### src/sv/wpsp_pkg.sv
// Package for the WAV PCM stream parser: tags, parse phases, status codes,
// result record and result queue sizing. No dependencies.
package wpsp_pkg;

  localparam logic [31:0] TagRiff = 32'h5249_4646;  // "RIFF"
  localparam logic [31:0] TagWave = 32'h5741_5645;  // "WAVE"
  localparam logic [31:0] TagFmt  = 32'h666D_7420;  // "fmt "
  localparam logic [31:0] TagData = 32'h6461_7461;  // "data"

  localparam logic [5:0]  MinFileBytes = 6'd44;
  localparam logic [32:0] FmtMinLen    = 33'd16;

  localparam logic [15:0] FmtPcm      = 16'd1;
  localparam logic [15:0] MonoCount   = 16'd1;
  localparam logic [15:0] Pcm16Bits   = 16'd16;

  // Result queue: two results may enter per request.
  localparam int unsigned QDepth = 4;
  localparam int unsigned QPtrW  = $clog2(QDepth);
  localparam int unsigned QCntW  = $clog2(QDepth + 1);

  typedef enum logic [5:0] {
    PhRiff = 6'b000001,
    PhHead = 6'b000010,
    PhFmt  = 6'b000100,
    PhSkip = 6'b001000,
    PhData = 6'b010000,
    PhDone = 6'b100000
  } phase_e;

  typedef enum logic [2:0] {
    StOk       = 3'd0,
    StShort    = 3'd1,
    StNotRiff  = 3'd2,
    StBadFmt   = 3'd3,
    StNoAudio  = 3'd4
  } status_e;

  typedef enum logic {
    KindSample = 1'b0,
    KindStatus = 1'b1
  } kind_e;

  typedef struct packed {
    kind_e              kind;
    logic signed [15:0] sample;
    status_e            status;
    logic [31:0]        sample_rate;
    logic               last;
  } result_t;

endpackage

### src/sv/wav_pcm_stream_parser_top.sv
// WAV PCM stream parser top level: byte-wise RIFF/WAVE walker and result queue.
// Depends on wpsp_pkg.
//
// Results: a request's results are written into the result queue when it is
//   accepted (sample first, then the final status on an end mark).
// Throughput: one byte per cycle; the output, when not stalled, drains one
//   result per cycle from a 4-entry queue; input stalls below two free entries.
// Reset: rst_ni (async, active low) empties the queue and returns the parser
//   to the RIFF header phase with all format fields zero; the end mark does
//   the same for the parser as its status is queued. No clear pass.
module wav_pcm_stream_parser_top (
  input  logic                     clk_i,
  input  logic                     rst_ni,
  // byte stream in
  input  logic                     in_valid_i,
  output logic                     in_stall_o,
  input  logic [7:0]               in_byte_i,
  input  logic                     in_end_of_file_i,
  // results out
  output logic                     out_valid_o,
  input  logic                     out_stall_i,
  output logic                     out_kind_o,
  output logic signed [15:0]       out_sample_o,
  output logic [2:0]               out_status_o,
  output logic [31:0]              out_sample_rate_o,
  output logic                     out_last_o
);
  import wpsp_pkg::*;

  // ---------------------------------------------------------------------
  // Parser state
  // ---------------------------------------------------------------------
  phase_e      phase_q, phase_d;
  logic [31:0] bidx_q, bidx_d;        // offset in current header or body
  logic [31:0] tag_q, tag_d;          // tag shift register
  logic [32:0] len_q, len_d;          // declared chunk length
  logic [5:0]  fcnt_q, fcnt_d;        // bytes seen, saturates at 44
  logic        riff_ok_q, riff_ok_d;
  logic [15:0] fmt_q, fmt_d;
  logic [15:0] chans_q, chans_d;
  logic [15:0] bits_q, bits_d;
  logic [31:0] rate_q, rate_d;
  logic [63:0] stg_q, stg_d;          // fmt bytes 0..7 waiting for commit
  logic [15:0] stg_bits_q, stg_bits_d;
  logic [7:0]  low_q, low_d;          // first byte of a sample pair
  logic        seen_q, seen_d;        // any data byte arrived

  logic        in_acc;
  logic        body_end;              // last byte of a padded body
  logic        data_end;              // last byte of the data chunk
  logic        fmt_good_q;
  logic        emit_sample;
  status_e     st;

  assign in_acc = in_valid_i && !in_stall_o;

  // Padded length is at most 2^32, so 33 bits cover both sides.
  assign body_end = ({1'b0, bidx_q} + 33'd1) >= (len_q + {32'd0, len_q[0]});
  assign data_end = ({1'b0, bidx_q} + 33'd1) >= len_q;

  assign fmt_good_q = (fmt_q == FmtPcm) && (chans_q == MonoCount) &&
                      (bits_q == Pcm16Bits);

  always_comb begin
    phase_d     = phase_q;
    bidx_d      = bidx_q;
    tag_d       = tag_q;
    len_d       = len_q;
    fcnt_d      = fcnt_q;
    riff_ok_d   = riff_ok_q;
    fmt_d       = fmt_q;
    chans_d     = chans_q;
    bits_d      = bits_q;
    rate_d      = rate_q;
    stg_d       = stg_q;
    stg_bits_d  = stg_bits_q;
    low_d       = low_q;
    seen_d      = seen_q;
    emit_sample = 1'b0;
    st          = StOk;

    if (in_acc) begin
      if (fcnt_q < MinFileBytes) begin
        fcnt_d = fcnt_q + 6'd1;
      end

      case (phase_q)
        PhRiff: begin
          tag_d = {tag_q[23:0], in_byte_i};
          if (bidx_q == 32'd3) begin
            riff_ok_d = (tag_d == TagRiff);
          end
          if (bidx_q == 32'd11) begin
            riff_ok_d = riff_ok_q && (tag_d == TagWave);
            phase_d   = riff_ok_d ? PhHead : PhDone;
            bidx_d    = 32'd0;
          end else begin
            bidx_d = bidx_q + 32'd1;
          end
        end
        PhHead: begin
          if (bidx_q < 32'd4) begin
            tag_d = {tag_q[23:0], in_byte_i};
            len_d = 33'd0;
          end else begin
            // length bytes land little-endian, offsets 4..7
            len_d = len_q | ({25'd0, in_byte_i} << {bidx_q[1:0], 3'b000});
          end
          if (bidx_q == 32'd7) begin
            bidx_d = 32'd0;
            if (tag_d == TagData) begin
              phase_d = (len_d == 33'd0) ? PhDone : PhData;
            end else if (len_d == 33'd0) begin
              phase_d = PhHead;
            end else begin
              phase_d = (tag_d == TagFmt) ? PhFmt : PhSkip;
            end
          end else begin
            bidx_d = bidx_q + 32'd1;
          end
        end
        PhFmt: begin
          if (bidx_q < 32'd8) begin
            stg_d = stg_q | ({56'd0, in_byte_i} << {bidx_q[2:0], 3'b000});
          end else if (bidx_q == 32'd14) begin
            stg_bits_d = {8'd0, in_byte_i};
          end else if (bidx_q == 32'd15 && len_q >= FmtMinLen) begin
            stg_bits_d = stg_bits_q | {in_byte_i, 8'd0};
            fmt_d      = stg_q[15:0];
            chans_d    = stg_q[31:16];
            rate_d     = stg_q[63:32];
            bits_d     = stg_bits_d;
          end
          if (body_end) begin
            stg_d      = 64'd0;
            stg_bits_d = 16'd0;
            phase_d    = PhHead;
            bidx_d     = 32'd0;
          end else begin
            bidx_d = bidx_q + 32'd1;
          end
        end
        PhSkip: begin
          if (body_end) begin
            phase_d = PhHead;
            bidx_d  = 32'd0;
          end else begin
            bidx_d = bidx_q + 32'd1;
          end
        end
        PhData: begin
          seen_d = 1'b1;
          if (!bidx_q[0]) begin
            low_d = in_byte_i;
          end else if (fmt_good_q && rate_q != 32'd0) begin
            emit_sample = 1'b1;
          end
          if (data_end) begin
            phase_d = PhDone;
          end else begin
            bidx_d = bidx_q + 32'd1;
          end
        end
        default: begin
          // done: ignore bytes until the end mark
        end
      endcase

      if (in_end_of_file_i) begin
        // status is judged on the state after this byte
        if (fcnt_d < MinFileBytes) begin
          st = StShort;
        end else if (!riff_ok_d) begin
          st = StNotRiff;
        end else if (!((fmt_d == FmtPcm) && (chans_d == MonoCount) &&
                       (bits_d == Pcm16Bits))) begin
          st = StBadFmt;
        end else if (rate_d == 32'd0 || !seen_d) begin
          st = StNoAudio;
        end else begin
          st = StOk;
        end
      end
    end
  end

  // Status entry carries the rate before the parser state is cleared.
  result_t res_smp, res_st;
  assign res_smp = '{kind: KindSample, sample: $signed({in_byte_i, low_q}),
                     status: StOk, sample_rate: 32'd0, last: 1'b0};
  assign res_st  = '{kind: KindStatus, sample: 16'sd0, status: st,
                     sample_rate: rate_d, last: 1'b1};

  logic eof_acc;
  assign eof_acc = in_acc && in_end_of_file_i;

  always_ff @(posedge clk_i or negedge rst_ni) begin
    if (!rst_ni) begin
      phase_q    <= PhRiff;
      bidx_q     <= '0;
      tag_q      <= '0;
      len_q      <= '0;
      fcnt_q     <= '0;
      riff_ok_q  <= 1'b0;
      fmt_q      <= '0;
      chans_q    <= '0;
      bits_q     <= '0;
      rate_q     <= '0;
      stg_q      <= '0;
      stg_bits_q <= '0;
      low_q      <= '0;
      seen_q     <= 1'b0;
    end else if (eof_acc) begin
      // end mark: back to the reset state for the next file
      phase_q    <= PhRiff;
      bidx_q     <= '0;
      tag_q      <= '0;
      len_q      <= '0;
      fcnt_q     <= '0;
      riff_ok_q  <= 1'b0;
      fmt_q      <= '0;
      chans_q    <= '0;
      bits_q     <= '0;
      rate_q     <= '0;
      stg_q      <= '0;
      stg_bits_q <= '0;
      low_q      <= '0;
      seen_q     <= 1'b0;
    end else begin
      phase_q    <= phase_d;
      bidx_q     <= bidx_d;
      tag_q      <= tag_d;
      len_q      <= len_d;
      fcnt_q     <= fcnt_d;
      riff_ok_q  <= riff_ok_d;
      fmt_q      <= fmt_d;
      chans_q    <= chans_d;
      bits_q     <= bits_d;
      rate_q     <= rate_d;
      stg_q      <= stg_d;
      stg_bits_q <= stg_bits_d;
      low_q      <= low_d;
      seen_q     <= seen_d;
    end
  end

  // ---------------------------------------------------------------------
  // Result queue: up to two pushes, one pop per cycle
  // ---------------------------------------------------------------------
  result_t           q_mem [QDepth];
  logic [QPtrW-1:0]  wr_q, wr_d, rd_q, rd_d;
  logic [QCntW-1:0]  cnt_q, cnt_d;
  logic              pop;
  logic [1:0]        n_push;
  logic [QPtrW-1:0]  wr_nxt;

  assign pop        = out_valid_o && !out_stall_i;
  assign n_push     = {1'b0, emit_sample} + {1'b0, eof_acc};
  assign wr_nxt     = wr_q + QPtrW'(1);
  assign wr_d       = wr_q + QPtrW'(n_push);
  assign rd_d       = rd_q + QPtrW'(pop);
  assign cnt_d      = cnt_q + QCntW'(n_push) - QCntW'(pop);

  // room for two results is needed before a byte is taken
  assign in_stall_o = cnt_q > QCntW'(QDepth - 2);

  always_ff @(posedge clk_i or negedge rst_ni) begin
    if (!rst_ni) begin
      wr_q  <= '0;
      rd_q  <= '0;
      cnt_q <= '0;
    end else begin
      wr_q  <= wr_d;
      rd_q  <= rd_d;
      cnt_q <= cnt_d;
    end
  end

  always_ff @(posedge clk_i) begin
    if (emit_sample) begin
      q_mem[wr_q] <= res_smp;
      if (eof_acc) begin
        q_mem[wr_nxt] <= res_st;
      end
    end else if (eof_acc) begin
      q_mem[wr_q] <= res_st;
    end
  end

  result_t head;
  assign head              = q_mem[rd_q];
  assign out_valid_o       = cnt_q != '0;
  assign out_kind_o        = head.kind;
  assign out_sample_o      = head.sample;
  assign out_status_o      = head.status;
  assign out_sample_rate_o = head.sample_rate;
  assign out_last_o        = head.last;

  // ---------------------------------------------------------------------
  // Assertions
  // ---------------------------------------------------------------------
  a_q_bound: assert property (@(posedge clk_i) disable iff (!rst_ni)
    cnt_q <= QCntW'(QDepth))
    else $error("result queue overflow");

  a_eof_rewind: assert property (@(posedge clk_i) disable iff (!rst_ni)
    eof_acc |=> (phase_q == PhRiff) && (fcnt_q == '0) && !seen_q)
    else $error("parser not rewound after end mark");

  a_walk_needs_riff: assert property (@(posedge clk_i) disable iff (!rst_ni)
    !riff_ok_q |-> (phase_q == PhRiff) || (phase_q == PhDone))
    else $error("chunk walk without valid RIFF/WAVE tags");

  a_fcnt_sat: assert property (@(posedge clk_i) disable iff (!rst_ni)
    fcnt_q <= MinFileBytes)
    else $error("byte count past saturation");

  a_status_last: assert property (@(posedge clk_i) disable iff (!rst_ni)
    out_valid_o |-> (out_kind_o == out_last_o))
    else $error("status result and last flag disagree");

endmodule
### config.mk
export PLATFORM = sky130hd
export DESIGN_NAME = wav_pcm_stream_parser_top
export DESIGN_NICKNAME = d
export VERILOG_FILES = /design/src/sv/wpsp_pkg.sv /design/src/sv/wav_pcm_stream_parser_top.sv
export SDC_FILE = /design/constraint.sdc
export NUM_CORES = 1
export LEC_CHECK = 0
export BUFFER_PORTS_ARGS = -buffer_cell sky130_fd_sc_hd__buf_2
export CORE_MARGIN = 2
export CORE_UTILIZATION = 55
export CTS_BUF_LIST = sky130_fd_sc_hd__clkbuf_2
export DETAILED_ROUTE_END_ITERATION = 10
export GPL_TIMING_DRIVEN = 0
export PLACE_DENSITY_LB_ADDON = 0.2
export SYNTH_ARGS = -nofsm -noshare
export SYNTH_HDL_FRONTEND = slang
export SYNTH_SLANG_ARGS = --single-unit
### constraint.sdc
create_clock -name clk_i -period 5.15 [get_ports clk_i]
set_input_delay 1.03 -clock clk_i [delete_from_list [all_inputs] [get_ports clk_i]]
set_output_delay 1.03 -clock clk_i [all_outputs]
set_load 0.01 [all_outputs]
* Word-level counts from Yosys, hierarchy flattened
Memories as Yosys holds them, arrays and structs flattened.
Index checks and enable logic that the tools add are counted.
** Word-level totals
- Word-level logic and storage cells :: 210
- Input port bits :: 13
- Memories :: 1
- RAM bits :: 212
- Output and inout port bits :: 55
- Flip-flop bits (word level) :: 286
** Operators by class
- Magnitude comparators :: 8
- Eq/ne operators :: 27
- Multiplexer cells :: 107
- Shift-type cells :: 2
- Bitwise logic cells :: 4
- Reductions and logical operators :: 34
- Add/sub/neg operators :: 10
** Memories
- q_mem :: depth 4, bits a word 53, read ports 1, clocked after memory_dff 0, write ports 2, line wav_pcm_stream_parser_top.sv:250 : result_t q_mem [QDepth];
** Operator list (count)
- $mux 32 :: 18
- $mux 16 :: 28
- $mux 64 :: 5
- $mux 33 :: 6
- $eq 32x31->1 const B :: 4
- $pmux 32 s4 :: 1
- $eq 32x4->1 const B :: 3
- $mux 6 :: 13
- $ge 33x33->1 :: 2
- $eq 16x1->1 const B :: 4
- $or 64x64->64 :: 1
- $pmux 32 s2 :: 1
- $shl 8x6->64 :: 1
- $mux 53 :: 1
- $add 32x1->33 const B :: 1
- $add 33x1->33 :: 1
- $ge 33x5->1 const B :: 1
- $logic_not 33->1 :: 1
- $or 33x33->33 :: 1
- $shl 8x5->33 :: 1
- $add 32x1->32 const B :: 1
- $eq 16x5->1 const B :: 2
- $eq 32x2->1 const B :: 1
- $eq 32x3->1 const B :: 1
- 40 further kinds :: 93

* Logic depth before layout (Yosys ltp)
- Word-level depth :: 16
- Gate-level depth with buffers :: 18
- Mapped depth without buffers :: 16

* Worst setup path before layout
Ideal clock, no wire load.
- Path type :: input to register
- From :: in in_end_of_file_i
- To :: mem q_mem[3][10] (netlist bit) (enable)
- Path buffers :: 3
- Required time :: 4.674 ns
- Arrival time :: 5.101 ns
- Stages :: 8
- Slack :: -0.426 ns
- Setup time :: 0.476 ns
- Path through :: clkbuf_1 > nand3_1 > inv_1 > clkbuf_1 > buf_1 > ha_1 > nand2_1 > o21ai_0
** RTL lines
- from (decl) :: line wav_pcm_stream_parser_top.sv:18 : input logic in_end_of_file_i,
- to (decl) :: line wav_pcm_stream_parser_top.sv:250

==> run summary <==
Outcome -> complete, no violations
Largest net degree at the start of global routing -> 126
Final period utilization -> 94.02%
Critical Path Max Stage Delay -> 0.64 ns
Slowest-stage cell, CP -> nor3_2
Synth area leader -> dfrtp_1
Leak -> 10.88 nW
Count of buffer and inverter cells on the critical path -> 5
Synth Register Bits -> 494
Cts bufs inserted -> 121
Routed WL per cell -> 21.13 µm
Final hold violations -> 0
Clock Tree Root -> clkbuf_2
Gpl congestion -> 0.9298
Starting density of the core -> 55.50%
Netlist cell types -> 75
Clock Sinks -> 494
CTS H-tree depth -> 3
TritonRoute pass-1 iters -> 6
Gr usage total -> 29.98%
Worst min path class -> input pin to register
Synthesized net count -> 2317
Largest fanout on the critical path -> 11
# nets final -> 2517
Global-route congestion overflow total -> 0
Final Util -> 61.36%
Minimum clock period -> 4.842 ns
Synthesized cell area -> 23800 µm²
Clock Path Buffers -> 3
Layout Area Growth over Synthesis -> 10.56%
PortBufs -> 66
Prevailing post-synth register cell -> dfrtp_1
PD cells -> 381.0 nW/µm²
TritonCTS clock tree -> done
Final wirelength -> 65.80 mm
Cell breakdown of the critical path -> a21oi_2, nand3_1, inv_1, clkbuf_2, buf_1, ha_1, inv_1, nor3_2, a21oi_1, clkbuf_1, nor2_1
Crit. End Element -> register
Ports -> 68
Skew final -> 0.1232 ns
CP required -> 6.16 ns
Max-cap violations -> 0
Sequential area share after synthesis -> 53.45%
Post-DP HPWL -> 46.90 mm
Mapped Cells -> 2225
Area of the die -> 44960 µm²
Clock transition at the registers of the reported paths -> 0.11 ns
Crit start category -> register
Final hold slack -> 0.3077 ns
Placed cells -> 2882
RSZ-0062 raised after global routing -> no
Worst EP arrival -> 5.86 ns
Post-synth EDFFs -> 140
Site Rows -> 76
CP most frequent cell -> inv_1
Avg Inst Size Synth -> 10.70 µm²
# DRC -> 0
Slew margin rel. -> 19.89%
VDD IR-drop max -> 0.1971 mV
Vias in the first global route -> 18915
Non-filler cells, final -> 3114
Die Y -> 212.0 µm
Worst-Margin Slew -> 1.191 ns
First-pass GRT wire length -> 104.3 mm
Final setup viols -> 0
Yosys warns -> 0
Max Slew Vio Count -> 0
Dominant cells by area after synthesis -> dfrtp_1, edfxtp_1, dfxtp_1, mux4_2, ha_1
Vias per inst -> 6.138
Share of layout cells above drive strength 1 -> 15.55%
Via count -> 19113
Total power -> 0.01003 W
Max Clk Rate -> 206.5 MHz
Top cell type's share of synthesized area -> 29.96%
FFs w/ async S/R, synth -> 57.89%
Critical path's top delay family -> buffers and inverters
Skew-Pair Late Insertion Delay -> 1.19 ns
CP Class -> register to register
Antenna violations before repair -> 1
Initial DRC count -> 1770
Die Span X -> 212.0 µm
Core area -> 42890 µm²
Detail Route Antenna Nets -> 0
[timing repair]
item                       4_1_cts  5_1_grt
buffers inserted                 0        6
hold buffers                     1        0
setup endpoints to repair      182      251
pin swaps                        0        3
resized for setup               14       18
hold endpoints to repair        54        0
[synth_stat cells (5+ instances only)]
cell type  number
a211oi_1        5
a21oi_1       110
a22o_1         75
a31oi_1         8
a32o_1         63
a41oi_1         5
and2_1          9
and3_1         17
and4_1          6
buf_1          10
buf_2          10
buf_6           5
clkbuf_1      121
dfrtp_1       285
dfxtp_1        68
edfxtp_1      140
ha_1           78
inv_1          71
mux2i_1        35
mux4_2         52
nand2_1       257
nand2b_1        8
nand3_1        80
nand4_1        39
nand4b_1        5
nor2_1        242
nor2b_1        28
nor3_1         29
nor3b_1         6
nor4_1         61
nor4_2          5
nor4b_1        11
o2111ai_1      11
o211ai_1       15
o21ai_0        95
o31ai_1        12
or2_2           5
or3_1          13
xnor2_1        47
xor2_1         17
[sequential cells by signal, summed over array words and instances (netlist names), 8 cells and up]
signal      flops
fmt_q          16
stg_bits_q     16
tag_q          32
rate_q         32
bidx_q         32
low_q           8
stg_q          64
chans_q        16
bits_q         16
q_mem         208
len_q          33
[worst register-to-register path, stage by stage, from the launching register on]
cell and delay, ns:
dfrtp_1 0.42, a21oi_2 0.43, nand3_1 0.32, inv_1 0.33, clkbuf_2 0.41, buf_1 0.59, ha_1 0.39, inv_1 0.16
nor3_2 0.64, a21oi_1 0.38, clkbuf_1 0.41, nor2_1 0.21
[cell usage in the layout (no fill, tap or decap), drive strengths merged, types with 63 or more instances in the layout]
cell and count:
clkbuf 303, a22o 75, dfxtp 68, nor4 66, nor2 243, o21ai 99
dfrtp 285, a32o 63, nand2 258, buf 105, ha 78, nand3 80
inv 73, edfxtp 140, a21oi 110
[report_power, final]
part | switching (W) | internal (W)
registers | 0.000222 | 0.00433
clock network | 0.00164 | 0.00101
logic | 0.00175 | 0.00107
[worst paths after layout]
check / from / to / slack (ns) / cells after the start
worst max-delay path: cnt_q[1]$_DFF_PN0_ / q_mem[1][27]$_DFFE_PP_ / 0.31 / 11
worst min-delay path: out_stall_i / rd_q[0]$_DFF_PN0_ / 0.31 / 3
worst max register to register: cnt_q[1]$_DFF_PN0_ / q_mem[1][27]$_DFFE_PP_ / 0.31 / 11
worst min register to register: q_mem[2][40]$_SDFFE_PP0P_ / q_mem[2][40]$_SDFFE_PP0P_ / 0.46 / 2
max in group asynchronous: rst_ni / stg_q[15]$_DFFE_PN0P_ / 3.69 / 3
min in group asynchronous: rst_ni / bidx_q[30]$_DFFE_PN0P_ / 0.38 / 2
[per-layer routing]
metal / routed length (µm) / vias to the layer above / GRT usage [%]
met5: 0 / - / 0
li1: - / 8645 / -
met2: 31550 / 797 / 48.56
met3: 4959 / 153 / 5.820
met1: 27360 / 9518 / 40.38
met4: 1935 / 0 / 11.10
[final cells by class]
class	count	area, µm²
diodes	2	5.005
plain buffers	147	623.1
clock buffers	183	915.9
clock inverters	42	215.2
fillers	3554	16570
inverters	71	266.5
multi-input cells	1511	10300
flip-flops and latches	494	12720
well taps	585	732.0
repair buffers	79	530.5
[kinds of logic (layout without fill, tap and decap cells)]
family / count (synthesis) / in the layout / synth area share, %
adder cells (fa/ha/maj): 79 / 79 / 4.184
AO/OA/AOI/OAI: 433 / 433 / 12.67
buffers and inverters: 220 / 522 / 3.716
other: 0 / 2 / 0
AND/OR/NAND/NOR: 844 / 844 / 17.04
multiplexers: 91 / 91 / 6.581
XOR/XNOR: 64 / 64 / 2.355
flip-flops: 494 / 494 / 53.45
[stage by stage]
step           cell area (µm²)  setup TNS [ns]  setup WS (ns)
3_5_place_dp             25040         -109.90        -0.9120
3_3_place_gp             24870         -871.99         -2.084
2_1_floorplan            23800               0         0.5188
6_report                 26320               0         0.3078
5_1_grt                  26310               0        0.03275
4_1_cts                  26240               0       0.001113
No activity file was read; power rests on OpenSTA's default activity.
